`src/design/lir_pkg.sv`:
```
package lir_pkg;

    // Field and register widths
    localparam int SampleW   = 16;
    localparam int RateW     = 18;
    localparam int CfgIdxW   = 1;

    // Phase arithmetic runs wide enough to hold phase plus two source steps
    localparam int PhaseW    = RateW + 2;

    // Default saturation ratio of target to source rate
    localparam int MaxRatio  = 16;

    // Results delivered per input beat at most; further outputs are dropped
    localparam int MaxResults = 32;
    localparam int CountW     = $clog2(MaxResults + 1);

    // Signed product and weighted sum widths
    localparam int ProdW     = SampleW + RateW + 1;
    localparam int AccW      = ProdW + 1;

    // The weighted sum magnitude stays below 2**DivSteps times the target rate,
    // so the divider only has to produce DivSteps quotient bits.
    localparam int DivSteps  = SampleW + 1;
    localparam int DivCntW   = $clog2(DivSteps);

    localparam logic [RateW-1:0] RateReset = RateW'(48000);

    // Configuration register indexes
    typedef enum logic [CfgIdxW-1:0] {
        CFG_SOURCE_RATE = 1'b0,
        CFG_TARGET_RATE = 1'b1
    } t_cfg_idx;

    // Controller states
    typedef enum logic [3:0] {
        ST_IDLE,
        ST_CHECK,
        ST_MUL_A,
        ST_MUL_B,
        ST_SUM,
        ST_DIV_INIT,
        ST_DIV,
        ST_EMIT,
        ST_SKIP,
        ST_FINISH
    } t_lir_state;

    // Commands from controller to datapath
    typedef struct packed {
        logic load;
        logic mul_a;
        logic mul_b;
        logic sum;
        logic div_init;
        logic div_step;
        logic emit;
        logic skip;
        logic finish;
    } t_lir_cmd;

    // Status from datapath to controller
    typedef struct packed {
        logic emit_cond;
        logic room;
        logic bypass;
        logic out_free;
        logic div_done;
    } t_lir_sts;

endpackage

```
`src/design/lir_ctrl.sv`:
```
module lir_ctrl (
    input  logic              i_clk,
    input  logic              i_rst_n,
    input  logic              i_s_tvalid,
    output logic              o_s_tready,
    input  lir_pkg::t_lir_sts i_sts,
    output lir_pkg::t_lir_cmd o_cmd
);
    import lir_pkg::*;

    t_lir_state r_state;
    t_lir_state n_state;

    // State register
    always_ff @(posedge i_clk) begin
        if (!i_rst_n) begin
            r_state <= ST_IDLE;
        end else begin
            r_state <= n_state;
        end
    end

    // Next state
    always_comb begin
        n_state = r_state;
        unique case (r_state)
            ST_IDLE: begin
                if (i_s_tvalid) n_state = ST_CHECK;
            end
            ST_CHECK: begin
                priority if (!i_sts.emit_cond) n_state = ST_FINISH;
                else if (!i_sts.room)          n_state = ST_SKIP;
                else if (i_sts.bypass)         n_state = ST_EMIT;
                else                           n_state = ST_MUL_A;
            end
            ST_MUL_A:    n_state = ST_MUL_B;
            ST_MUL_B:    n_state = ST_SUM;
            ST_SUM:      n_state = ST_DIV_INIT;
            ST_DIV_INIT: n_state = ST_DIV;
            ST_DIV: begin
                if (i_sts.div_done) n_state = ST_EMIT;
            end
            ST_EMIT: begin
                if (i_sts.out_free) n_state = ST_CHECK;
            end
            ST_SKIP:     n_state = ST_CHECK;
            ST_FINISH:   n_state = ST_IDLE;
            default:     n_state = ST_IDLE;
        endcase
    end

    // Outputs
    always_comb begin
        o_cmd      = '0;
        o_s_tready = 1'b0;
        unique case (r_state)
            ST_IDLE: begin
                o_s_tready = 1'b1;
                o_cmd.load = i_s_tvalid;
            end
            ST_CHECK:    ;
            ST_MUL_A:    o_cmd.mul_a    = 1'b1;
            ST_MUL_B:    o_cmd.mul_b    = 1'b1;
            ST_SUM:      o_cmd.sum      = 1'b1;
            ST_DIV_INIT: o_cmd.div_init = 1'b1;
            ST_DIV:      o_cmd.div_step = 1'b1;
            ST_EMIT:     o_cmd.emit     = i_sts.out_free;
            ST_SKIP:     o_cmd.skip     = 1'b1;
            ST_FINISH:   o_cmd.finish   = 1'b1;
            default:     ;
        endcase
    end

endmodule

```
`src/design/lir_dp.sv`:
```
module lir_dp #(
    parameter int MAX_RATIO = lir_pkg::MaxRatio
) (
    input  logic                              i_clk,
    input  logic                              i_rst_n,
    input  logic        [lir_pkg::RateW-1:0]  i_source_rate,
    input  logic        [lir_pkg::RateW-1:0]  i_target_rate,
    input  logic signed [lir_pkg::SampleW-1:0] i_sample,
    input  logic                              i_final,
    input  lir_pkg::t_lir_cmd                 i_cmd,
    output lir_pkg::t_lir_sts                 o_sts,
    output logic                              o_tvalid,
    input  logic                              i_tready,
    output logic signed [lir_pkg::SampleW-1:0] o_sample,
    output logic                              o_run_end,
    output logic                              o_stream_end
);
    import lir_pkg::*;

    localparam int CapW = RateW + $clog2(MAX_RATIO + 1);

    // Recording state kept between input beats
    logic signed [SampleW-1:0]  r_left_sample;
    logic                       r_have_left;
    logic        [RateW-1:0]    r_phase;

    // Working registers for the beat in progress
    logic signed [SampleW-1:0]  r_sample;
    logic                       r_final;
    logic signed [SampleW-1:0]  r_left;
    logic        [RateW-1:0]    r_sr;
    logic        [RateW-1:0]    r_tr;
    logic        [PhaseW-1:0]   r_ph;
    logic        [CountW-1:0]   r_count;

    // Interpolation and divider registers
    logic signed [AccW-1:0]     r_acc;
    logic signed [ProdW-1:0]    r_prod;
    logic        [RateW-1:0]    r_rem;
    logic        [DivSteps-1:0] r_quo;
    logic                       r_neg;
    logic        [DivCntW-1:0]  r_div_cnt;

    // Output register
    logic                       r_out_valid;
    logic signed [SampleW-1:0]  r_out_sample;
    logic                       r_out_run_end;
    logic                       r_out_stream_end;

    logic        [RateW-1:0]    sr_sel;
    logic        [CapW-1:0]     cap;
    logic        [RateW-1:0]    tr_sel;
    logic        [PhaseW-1:0]   sr_ext;
    logic        [PhaseW-1:0]   tr_ext;
    logic        [PhaseW-1:0]   ph_a;
    logic        [PhaseW-1:0]   ph_b;
    logic                       next_cond;
    logic                       last;
    logic        [RateW-1:0]    w;
    logic signed [ProdW-1:0]    prod_a;
    logic signed [ProdW-1:0]    prod_b;
    logic        [AccW-1:0]     mag;
    logic        [RateW:0]      trial;
    logic                       ge;
    logic        [DivSteps-1:0] quo_signed;
    logic signed [SampleW-1:0]  value;

    // A phase x is inside the loop of a plain beat when x < T, and inside the
    // loop of a final beat when x + S <= 2T.
    function automatic logic in_loop(input logic fin, input logic [PhaseW-1:0] x,
                                     input logic [PhaseW-1:0] x_sr,
                                     input logic [PhaseW-1:0] t);
        logic res;
        if (fin) res = (x_sr <= {t[PhaseW-2:0], 1'b0});
        else     res = (x < t);
        return res;
    endfunction

    // Effective rates for a newly accepted beat
    assign sr_sel = (i_source_rate != '0) ? i_source_rate : i_target_rate;
    assign cap    = CapW'(sr_sel) * CapW'(MAX_RATIO);
    assign tr_sel = (CapW'(i_target_rate) > cap) ? cap[RateW-1:0] : i_target_rate;

    // Phase steps and loop conditions
    assign sr_ext    = PhaseW'(r_sr);
    assign tr_ext    = PhaseW'(r_tr);
    assign ph_a      = r_ph + sr_ext;
    assign ph_b      = ph_a + sr_ext;
    assign next_cond = in_loop(r_final, ph_a, ph_b, tr_ext);
    assign last      = !next_cond || (r_count == CountW'(MaxResults - 1));

    // Weighted products; the phase is below T whenever they are used
    assign w      = RateW'(tr_ext - r_ph);
    assign prod_a = r_left * $signed({1'b0, w});
    assign prod_b = r_sample * $signed({1'b0, r_ph[RateW-1:0]});

    // Divider step: one quotient bit per cycle
    assign mag   = r_acc[AccW-1] ? AccW'(-r_acc) : AccW'(r_acc);
    assign trial = {r_rem, r_quo[DivSteps-1]};
    assign ge    = (trial >= {1'b0, r_tr});

    // Result value, either the right sample or the signed quotient
    assign quo_signed = r_neg ? DivSteps'(-r_quo) : r_quo;
    assign value      = o_sts.bypass ? r_sample : $signed(quo_signed[SampleW-1:0]);

    // Status toward the controller
    assign o_sts.emit_cond = (r_tr != '0) && in_loop(r_final, r_ph, ph_a, tr_ext);
    assign o_sts.room      = (r_count < CountW'(MaxResults));
    assign o_sts.bypass    = (r_ph >= tr_ext);
    assign o_sts.out_free  = !r_out_valid || i_tready;
    assign o_sts.div_done  = (r_div_cnt == DivCntW'(DivSteps - 1));

    // Recording state and result count
    always_ff @(posedge i_clk) begin
        if (!i_rst_n) begin
            r_left_sample <= '0;
            r_have_left   <= 1'b0;
            r_phase       <= '0;
            r_count       <= '0;
        end else begin
            if (i_cmd.load) r_count <= '0;
            if (i_cmd.emit) r_count <= r_count + 1'b1;
            if (i_cmd.finish) begin
                if (r_final) begin
                    r_left_sample <= '0;
                    r_have_left   <= 1'b0;
                    r_phase       <= '0;
                end else begin
                    r_left_sample <= r_sample;
                    r_have_left   <= 1'b1;
                    r_phase       <= RateW'(r_ph - tr_ext);
                end
            end
        end
    end

    // Working registers of the current beat
    always_ff @(posedge i_clk) begin
        if (i_cmd.load) begin
            r_sample <= i_sample;
            r_final  <= i_final;
            r_sr     <= sr_sel;
            r_tr     <= tr_sel;
            r_ph     <= r_have_left ? PhaseW'(r_phase) : PhaseW'(tr_sel);
            r_left   <= r_have_left ? r_left_sample : i_sample;
        end
        if (i_cmd.emit || i_cmd.skip) r_ph <= ph_a;
    end

    // Multiply, accumulate and divide
    always_ff @(posedge i_clk) begin
        if (i_cmd.mul_a) r_acc  <= AccW'(prod_a);
        if (i_cmd.mul_b) r_prod <= prod_b;
        if (i_cmd.sum)   r_acc  <= r_acc + AccW'(r_prod);
        if (i_cmd.div_init) begin
            r_rem     <= mag[DivSteps+RateW-1:DivSteps];
            r_quo     <= mag[DivSteps-1:0];
            r_neg     <= r_acc[AccW-1];
            r_div_cnt <= '0;
        end
        if (i_cmd.div_step) begin
            r_rem     <= ge ? RateW'(trial - {1'b0, r_tr}) : trial[RateW-1:0];
            r_quo     <= {r_quo[DivSteps-2:0], ge};
            r_div_cnt <= r_div_cnt + 1'b1;
        end
    end

    // Output register
    always_ff @(posedge i_clk) begin
        if (!i_rst_n) begin
            r_out_valid <= 1'b0;
        end else if (i_cmd.emit) begin
            r_out_valid <= 1'b1;
        end else if (i_tready) begin
            r_out_valid <= 1'b0;
        end
    end

    always_ff @(posedge i_clk) begin
        if (i_cmd.emit) begin
            r_out_sample     <= value;
            r_out_run_end    <= last;
            r_out_stream_end <= last && r_final;
        end
    end

    assign o_tvalid     = r_out_valid;
    assign o_sample     = r_out_sample;
    assign o_run_end    = r_out_run_end;
    assign o_stream_end = r_out_stream_end;

`ifndef SYNTH
    // The result count never passes the per-beat limit.
    a_count_limit: assert property (@(posedge i_clk) disable iff (!i_rst_n)
        r_count <= CountW'(MaxResults))
        else $error("result count above limit");

    // End of recording is always also the end of the beat's results.
    a_stream_end_run_end: assert property (@(posedge i_clk) disable iff (!i_rst_n)
        (r_out_valid && r_out_stream_end) |-> r_out_run_end)
        else $error("stream end without run end");

    // With no held sample the phase is back at its start.
    a_phase_cleared: assert property (@(posedge i_clk) disable iff (!i_rst_n)
        !r_have_left |-> (r_phase == '0))
        else $error("phase kept without a held sample");

    // The divider remainder stays below the divisor.
    a_rem_bound: assert property (@(posedge i_clk) disable iff (!i_rst_n)
        $past(i_cmd.div_step) |-> (r_rem < r_tr))
        else $error("divider remainder out of range");
`endif

endmodule

```
`src/design/linear_interp_resampler.sv`:
```
// An interpolated result passes through the check, multiply A, multiply B, sum,
// divider init, divide and emit states; a result that repeats the right sample goes from check to emit.
// An input beat is accepted only in idle and then holds the block until all its results
// are done: each interpolated result (bit-serial divider, 17 steps), each repeated right sample,
// each output beyond 32 that is dropped, and any time the output stalls.
// Reset: synchronous, active low; clears the recording and sets both rates to 48000.
module linear_interp_resampler #(
    parameter int MAX_RATIO = lir_pkg::MaxRatio
) (
    input  logic                                i_clk,
    input  logic                                i_rst_n,
    input  logic                                i_cfg_we,
    input  lir_pkg::t_cfg_idx                   i_cfg_idx,
    input  logic        [lir_pkg::RateW-1:0]    i_cfg_data,
    input  logic                                s_axis_tvalid,
    output logic                                s_axis_tready,
    input  logic signed [lir_pkg::SampleW-1:0]  s_axis_tdata,  // [15:0] sample_in
    input  logic                                s_axis_tlast,  // final_sample
    output logic                                m_axis_tvalid,
    input  logic                                m_axis_tready,
    output logic signed [lir_pkg::SampleW-1:0]  m_axis_tdata,  // [15:0] sample_out
    output logic        [0:0]                   m_axis_tuser,  // [0] run_end
    output logic                                m_axis_tlast   // stream_end
);
    import lir_pkg::*;

    logic [RateW-1:0] r_source_rate;
    logic [RateW-1:0] r_target_rate;
    t_lir_cmd         cmd;
    t_lir_sts         sts;
    logic             run_end;

    // Configuration registers
    always_ff @(posedge i_clk) begin
        if (!i_rst_n) begin
            r_source_rate <= RateReset;
            r_target_rate <= RateReset;
        end else if (i_cfg_we) begin
            unique case (i_cfg_idx)
                CFG_SOURCE_RATE: r_source_rate <= i_cfg_data;
                CFG_TARGET_RATE: r_target_rate <= i_cfg_data;
                default:         ;
            endcase
        end
    end

    // Sequencer
    lir_ctrl u_ctrl (
        .i_clk      (i_clk),
        .i_rst_n    (i_rst_n),
        .i_s_tvalid (s_axis_tvalid),
        .o_s_tready (s_axis_tready),
        .i_sts      (sts),
        .o_cmd      (cmd)
    );

    // Phase, interpolation and output register
    lir_dp #(
        .MAX_RATIO (MAX_RATIO)
    ) u_dp (
        .i_clk         (i_clk),
        .i_rst_n       (i_rst_n),
        .i_source_rate (r_source_rate),
        .i_target_rate (r_target_rate),
        .i_sample      (s_axis_tdata),
        .i_final       (s_axis_tlast),
        .i_cmd         (cmd),
        .o_sts         (sts),
        .o_tvalid      (m_axis_tvalid),
        .i_tready      (m_axis_tready),
        .o_sample      (m_axis_tdata),
        .o_run_end     (run_end),
        .o_stream_end  (m_axis_tlast)
    );

    assign m_axis_tuser = run_end;

endmodule
```
`config.mk`:
```
export PLATFORM = sky130hd
export DESIGN_NAME = linear_interp_resampler
export DESIGN_NICKNAME = d
export VERILOG_FILES = /design/src/design/lir_pkg.sv /design/src/design/lir_ctrl.sv /design/src/design/lir_dp.sv /design/src/design/linear_interp_resampler.sv
export SDC_FILE = /design/constraint.sdc
export NUM_CORES = 2
export LEC_CHECK = 0
export ABC_AREA = 1
export BUFFER_PORTS_ARGS = -buffer_cell sky130_fd_sc_hd__buf_2
export CORE_MARGIN = 4
export CORE_UTILIZATION = 38
export CTS_BUF_LIST = sky130_fd_sc_hd__clkbuf_8
export DETAILED_ROUTE_END_ITERATION = 10
export MAX_ROUTING_LAYER = met4
export PLACE_DENSITY = 0.55
export SLEW_MARGIN = 0
export SYNTH_ARGS = -nofsm -noshare
export SYNTH_HDL_FRONTEND = slang
export SYNTH_SLANG_ARGS = --single-unit
```
`constraint.sdc`:
```
create_clock -name i_clk -period 9.1 [get_ports i_clk]
set_input_delay 0.91 -clock i_clk [delete_from_list [all_inputs] [get_ports i_clk]]
set_output_delay 0.91 -clock i_clk [all_outputs]
set_load 0.005 [all_outputs]
```
# --- After elaboration in Yosys (flattened, before gate mapping) ---
# Cells that the tools add are included.
op_classes:
  n_mul: 2
  n_bitwise: 1
  magnitude_cmp: 8
  n_mux: 44
  add_sub_neg: 10
  eq_ne: 14
  n_reduce_logical: 18
ops:
  columns: ["op", "n"]
  rows:
  - ["$mux W18", 7]
  - ["$mux W36", 2]
  - ["$mul A16 B19 Y35", 2]
  - ["$mux W16", 4]
  - ["$sub A18 B18 Y18", 3]
  - ["$add A20 B18 Y20", 2]
  - ["$le A20 B19 Y1", 2]
  - ["$lt A20 B18 Y1", 2]
  - ["$mux W20", 2]
  - ["$add A36 B35 Y36", 1]
  - ["$pmux W4 S9", 1]
  - ["$reduce_bool A18 Y1", 2]
  - ["$mux W35", 1]
  - ["$neg A35 Y35", 1]
  - ["$mux W17", 2]
  - ["$gt A18 B22 Y1", 1]
  - ["$ge A20 B18 Y1", 1]
  - ["$mux W4", 5]
  - ["$ge A19 B18 Y1", 1]
  - ["$eq A4 B3 Y1 const B", 4]
  - ["$neg A16 Y16", 1]
  - ["$mux W1", 15]
  - ["$mux W6", 2]
  - ["$mux W5", 2]
  - ["19 further kinds", 31]
totals:
  reg_bits: 301
  output_inout_bits: 20
  word_cells: 120

# --- Longest topological paths before layout ---
logic_depth:
  word_depth: 7
  mapped_depth: 40
  mapped_depth_nobuf: 39

# --- Hierarchy ---
# From an unflattened synthesis, not the netlist that was laid out.
unflattened:
  hier_cells: 5418
  area_unflattened_um2: 41483.5
modules_own_cells:
  columns: ["mod", "area_per_inst_um2", "instances", "cells_per_inst", "seq_area_each_um2"]
  rows:
  - ["lir_dp", 39783.2, 1, 5170, 7417.1]
  - ["linear_interp_resampler", 1352.5, 1, 182, 720.7]
  - ["lir_ctrl", 347.8, 1, 66, 80.1]

# --- Worst setup path after synthesis ---
# OpenSTA, ideal clock, no wires.
synth_path:
  kind: "register to register"
  startpoint: "register u_dp.r_tr[0]"
  endpoint: "register u_dp.r_acc[33], data pin"
  period_less_slack_ns: 7.320
  slack_ns: 1.780
  stages_incl_launch_ff: 36
  n_path_buf: 0
  t_required_ns: 8.844
  t_arrival_ns: 7.064
  cell_sequence: "edfxtp_1 > inv_1 > ha_1 > inv_1 > fa_1 > inv_1 > o21ai_1 > a21oi_1 > inv_1 > a221oi_1 > or2_2 > nand2_1 > inv_2 > nand2_1 > fa_1 > fa_1 > fa_1 > inv_1 > fa_1 > fa_1 > inv_1 > fa_1 > inv_1 > ha_1 > a21oi_1 > o21a_1 > o21ai_0 > nand2_1 > nand3_1 > nand2_1 > o211ai_1 > nand2_1 > o211ai_1 > or2_2 > nand3_1 > nand2_1"
synth_via:
  elab_chain_cells: 4
synth_lines:
  columns: ["item", "line_no", "text"]
  rows:
  - ["start, declared", "lir_dp.sv:32", "logic [RateW-1:0] r_tr;"]
  - ["start signal, assigned", "lir_dp.sv:143", "r_tr <= tr_sel;"]
  - ["$sub A18 B18 Y18", "lir_dp.sv:93", "assign w = RateW'(tr_ext - r_ph);"]
  - ["$mul A16 B19 Y35", "lir_dp.sv:94", "assign prod_a = r_left * $signed({1'b0, w});"]
  - ["$mux W36", "lir_dp.sv:152", "if (i_cmd.mul_a) r_acc <= AccW'(prod_a);"]
  - ["$mux W36", "lir_dp.sv:154", "if (i_cmd.sum) r_acc <= r_acc + AccW'(r_prod);"]
  - ["end signal, assigned", "lir_dp.sv:152", null]
  - ["end signal, assigned", "lir_dp.sv:154", null]
  - ["end, declared", "lir_dp.sv:37", "logic signed [AccW-1:0] r_acc;"]
# No other way between the ends. The select of a mux whose other input is x is not followed.
# A chain may end at the register's enable or synchronous reset.

# --- Worst setup path in the final report ---
layout_path:
  startpoint: "register u_dp.r_tr[0]"
  endpoint: "register u_dp.r_acc[34], data pin"
# Same word-level chain as after synthesis.

==> results.py <==
metrics = {
    "run_status": {
        "status": "complete, no violations",
    },
    "logic_synthesis": {
        "yosysWarnings": 0,
        "synthAdderAreaFrac_pct": 36.3,
        "syn_area_per_cell_um2": 7.88,
        "yosysTopAreaCellShare_pct": 22.4,
        "synthMuxAreaShare_pct": 0.0249,
        "synthSimpleGateAreaFrac_pct": 18.5,
        "ys_seq_elements": 301,
        "yosysMostFrequentCell": "nand2_1",
        "yosys.area.top_type": "fa_1",
        "syn_inst": 5107,
        "ys_top_cells_by_count": "1,154 x nand2_1, 983 x inv_1, 450 x fa_1, 448 x ha_1, 410 x nor2_1",
        "synth_edf_count": 219,
        "synth_top_family_by_area": "adder cells",
        "syn_area_um2": 40200,
        "async_flop_share_pct": 0,
        "synth_compound_area_share_pct": 10.7,
        "syn-num-nets": 6046,
        "ys_dominant_reg_cell": "edfxtp_1",
        "synth_cell_types": 68,
        "seq_area_frac_synth_pct": 20.4,
        "synth_xor_xnor_area_share_pct": 3.04,
        "synthTopCellsByArea": "fa_1 22%, edfxtp_1 16%, ha_1 14%",
    },
    "cts": {
        "path_clk_slew_ns": 0.06,
        "cts_tree": "yes",
        "post_cts_resized": 0,
        "h-tree-depth": 2,
        "root_buffer": "clkbuf_8",
        "cts.sinks": 301,
        "holdBufCountCts": 0,
        "cts_setup_buffers": 0,
        "cts_made_buffers": 57,
        "cts_max_path_buffers": 3,
        "clock_latency_ns": 0.70,
    },
    "worst_setup_path": {
        "cp_max_fo": 10,
        "required_ns": 9.55,
        "critical_path_class": "register to register",
        "cp-end-kind": "register",
        "rr_startpoint": "u_dp.r_tr[0]",
        "worst-path-buf-inv": 11,
        "rr_endpoint": "u_dp.r_acc[34]",
        "cp_slowest_cell": "fa_1",
        "reg2reg_slack_ns": 0.71,
        "critical_path.startpoint": "u_dp.r_tr[0]",
        "cp_top_family": "adder cells",
        "cp.arrival_ns": 8.83,
        "cp_common_cell": "inv_1",
        "crit_path_max_incr_delay_ns": 0.54,
        "ff2ff_path_depth": 38,
        "start_kind": "register",
    },
    "finish": {
        "fillCellCount": 10900,
        "regMostFlops": "u_dp.r_acc",
        "drive_gt1_share_pct": 5.58,
        "final_util_pct": 41.1,
        "area_growth_pct": 7.65,
        "largest_registers": "u_dp.r_acc: 36 flops, u_dp.r_prod: 35 flops, u_dp.r_ph: 20 flops",
        "fin_nets": 6068,
        "largest_reg_flops": 36,
        "fin_cells": 6567,
    },
    "sta": {
        "period_minus_slack_ns": 8.39,
        "post-route-period-util_pct": 92.1,
        "tightest_slew_ns": 1.09,
        "setup_viol": 0,
        "rsz0062_at_grt": "no",
        "maxSlewHeadroom_pct": 27.0,
        "worst_slack_ns": 0.714,
        "slew_violations": 0,
        "fin_skew_ns": 0.0530,
        "fin_tns_setup_ns": 0,
        "hold_viol": 0,
        "timing.fmax_mhz": 119,
    },
    "grt": {
        "antenna_found_initial": 5,
        "overflow": 0,
        "track_usage_pct": 24.7,
        "grt_max_degree": 64,
        "grt_pass1_vias": 34300,
        "grt_pass1_wl_um": 207000,
    },
    "floorplanning": {
        "die_h_um": 333,
        "start_util_pct": 38.2,
        "fp.coreArea_um2": 105000,
        "rows": 119,
        "dieArea_um2": 111000,
        "chipWidth_um": 333,
        "io_pins": 61,
    },
    "placement": {
        "place_congestion": 0.946,
        "dpl.hpwl_um": 108000,
        "dp_cells": 6461,
        "portBuffers": 60,
        "place_ws_ns": 0.818,
    },
    "drt": {
        "first_pass_iters": 7,
        "vias": 34100,
        "drc": 0,
        "drtIter0Drc": 2654,
        "ant_nets": 0,
        "wl_um": 134000,
        "vias_per_cell": 5.20,
        "wire_per_inst_um": 20.3,
    },
    "job": {
        "drv_cap": 0,
    },
    "worst_hold_path": {
        "hold_end": "u_dp.r_sample[14]",
        "hold_start": "s_axis_tdata[14]",
        "worstHoldPathCells": 1,
        "hp-class": "input pin to register",
    },
}
layout make-up:
type                       count  area, um2  share of cell area [%]
antenna                        1       2.50                 0.00578
clock buffer                  61        840                    1.94
clock inverter                44        360                   0.832
inverter                    1005       3770                    8.71
multi-input combinational   3647      27600                    63.8
sequential                   301       8220                    19.0
tap                         1391       1740                    4.02
timing repair buffer         117        728                    1.68
layout by cell type, fill, tap and decap left out, types with 86 or more instances in the layout:
cell type,count
a21oi_1,349
edfxtp_1,219
fa_1,450
ha_1,448
inv_1,997
nand2_1,1153
nand3_1,109
nor2_1,408
o21ai_0,233
xor2_1,86
logic make-up (layout without fill, tap and decap cells):
| family | count (synthesis) | count (layout) |
|---|---|---|
| flip-flops | 301 | 301 |
| AO/OA/AOI/OAI | 774 | 774 |
| buffers and inverters | 1159 | 1227 |
| adder cells (fa/ha/maj) | 898 | 898 |
| XOR/XNOR | 139 | 139 |
| AND/OR/NAND/NOR | 1835 | 1835 |
| multiplexers | 1 | 1 |
| other | 0 | 1 |
worst max-delay path by stage:
stage,to,slack [ns],depth (start not counted)
3_3_place_gp,u_dp.r_acc[35],0.94,38
6_report,u_dp.r_acc[34],0.71,38
5_1_grt,u_dp.r_acc[34],0.22,38
4_1_cts,u_dp.r_acc[34],0.86,38
3_5_place_dp,u_dp.r_acc[34],0.82,38
2_1_floorplan,u_dp.r_acc[33],1.78,35
routing by layer:
| metal | part of all wire [%] | wire, um | GRT usage, % |
|---|---|---|---|
| met2 | 45 | 60700 | 38.7 |
| met3 | 5.4 | 7220 | 2.43 |
| met4 | 3.0 | 3950 | 6.49 |
| met1 | 46 | 61600 | 34.4 |
| met5 | 0 | 0 | - |
through the flow:
| stage | area, um2 | hold WS, ns |
|---|---|---|
| floorplan | 40200 | 0.428 |
| global route | 43300 | 0.400 |
| finish | 43300 | 0.421 |
| CTS | 43300 | 0.364 |
| detailed placement | 42100 | 0.456 |
| global placement | 42100 | 0.451 |
Power is not shown: default switching activity piles up to over one toggle a cycle in this logic, so the estimate is an artifact.
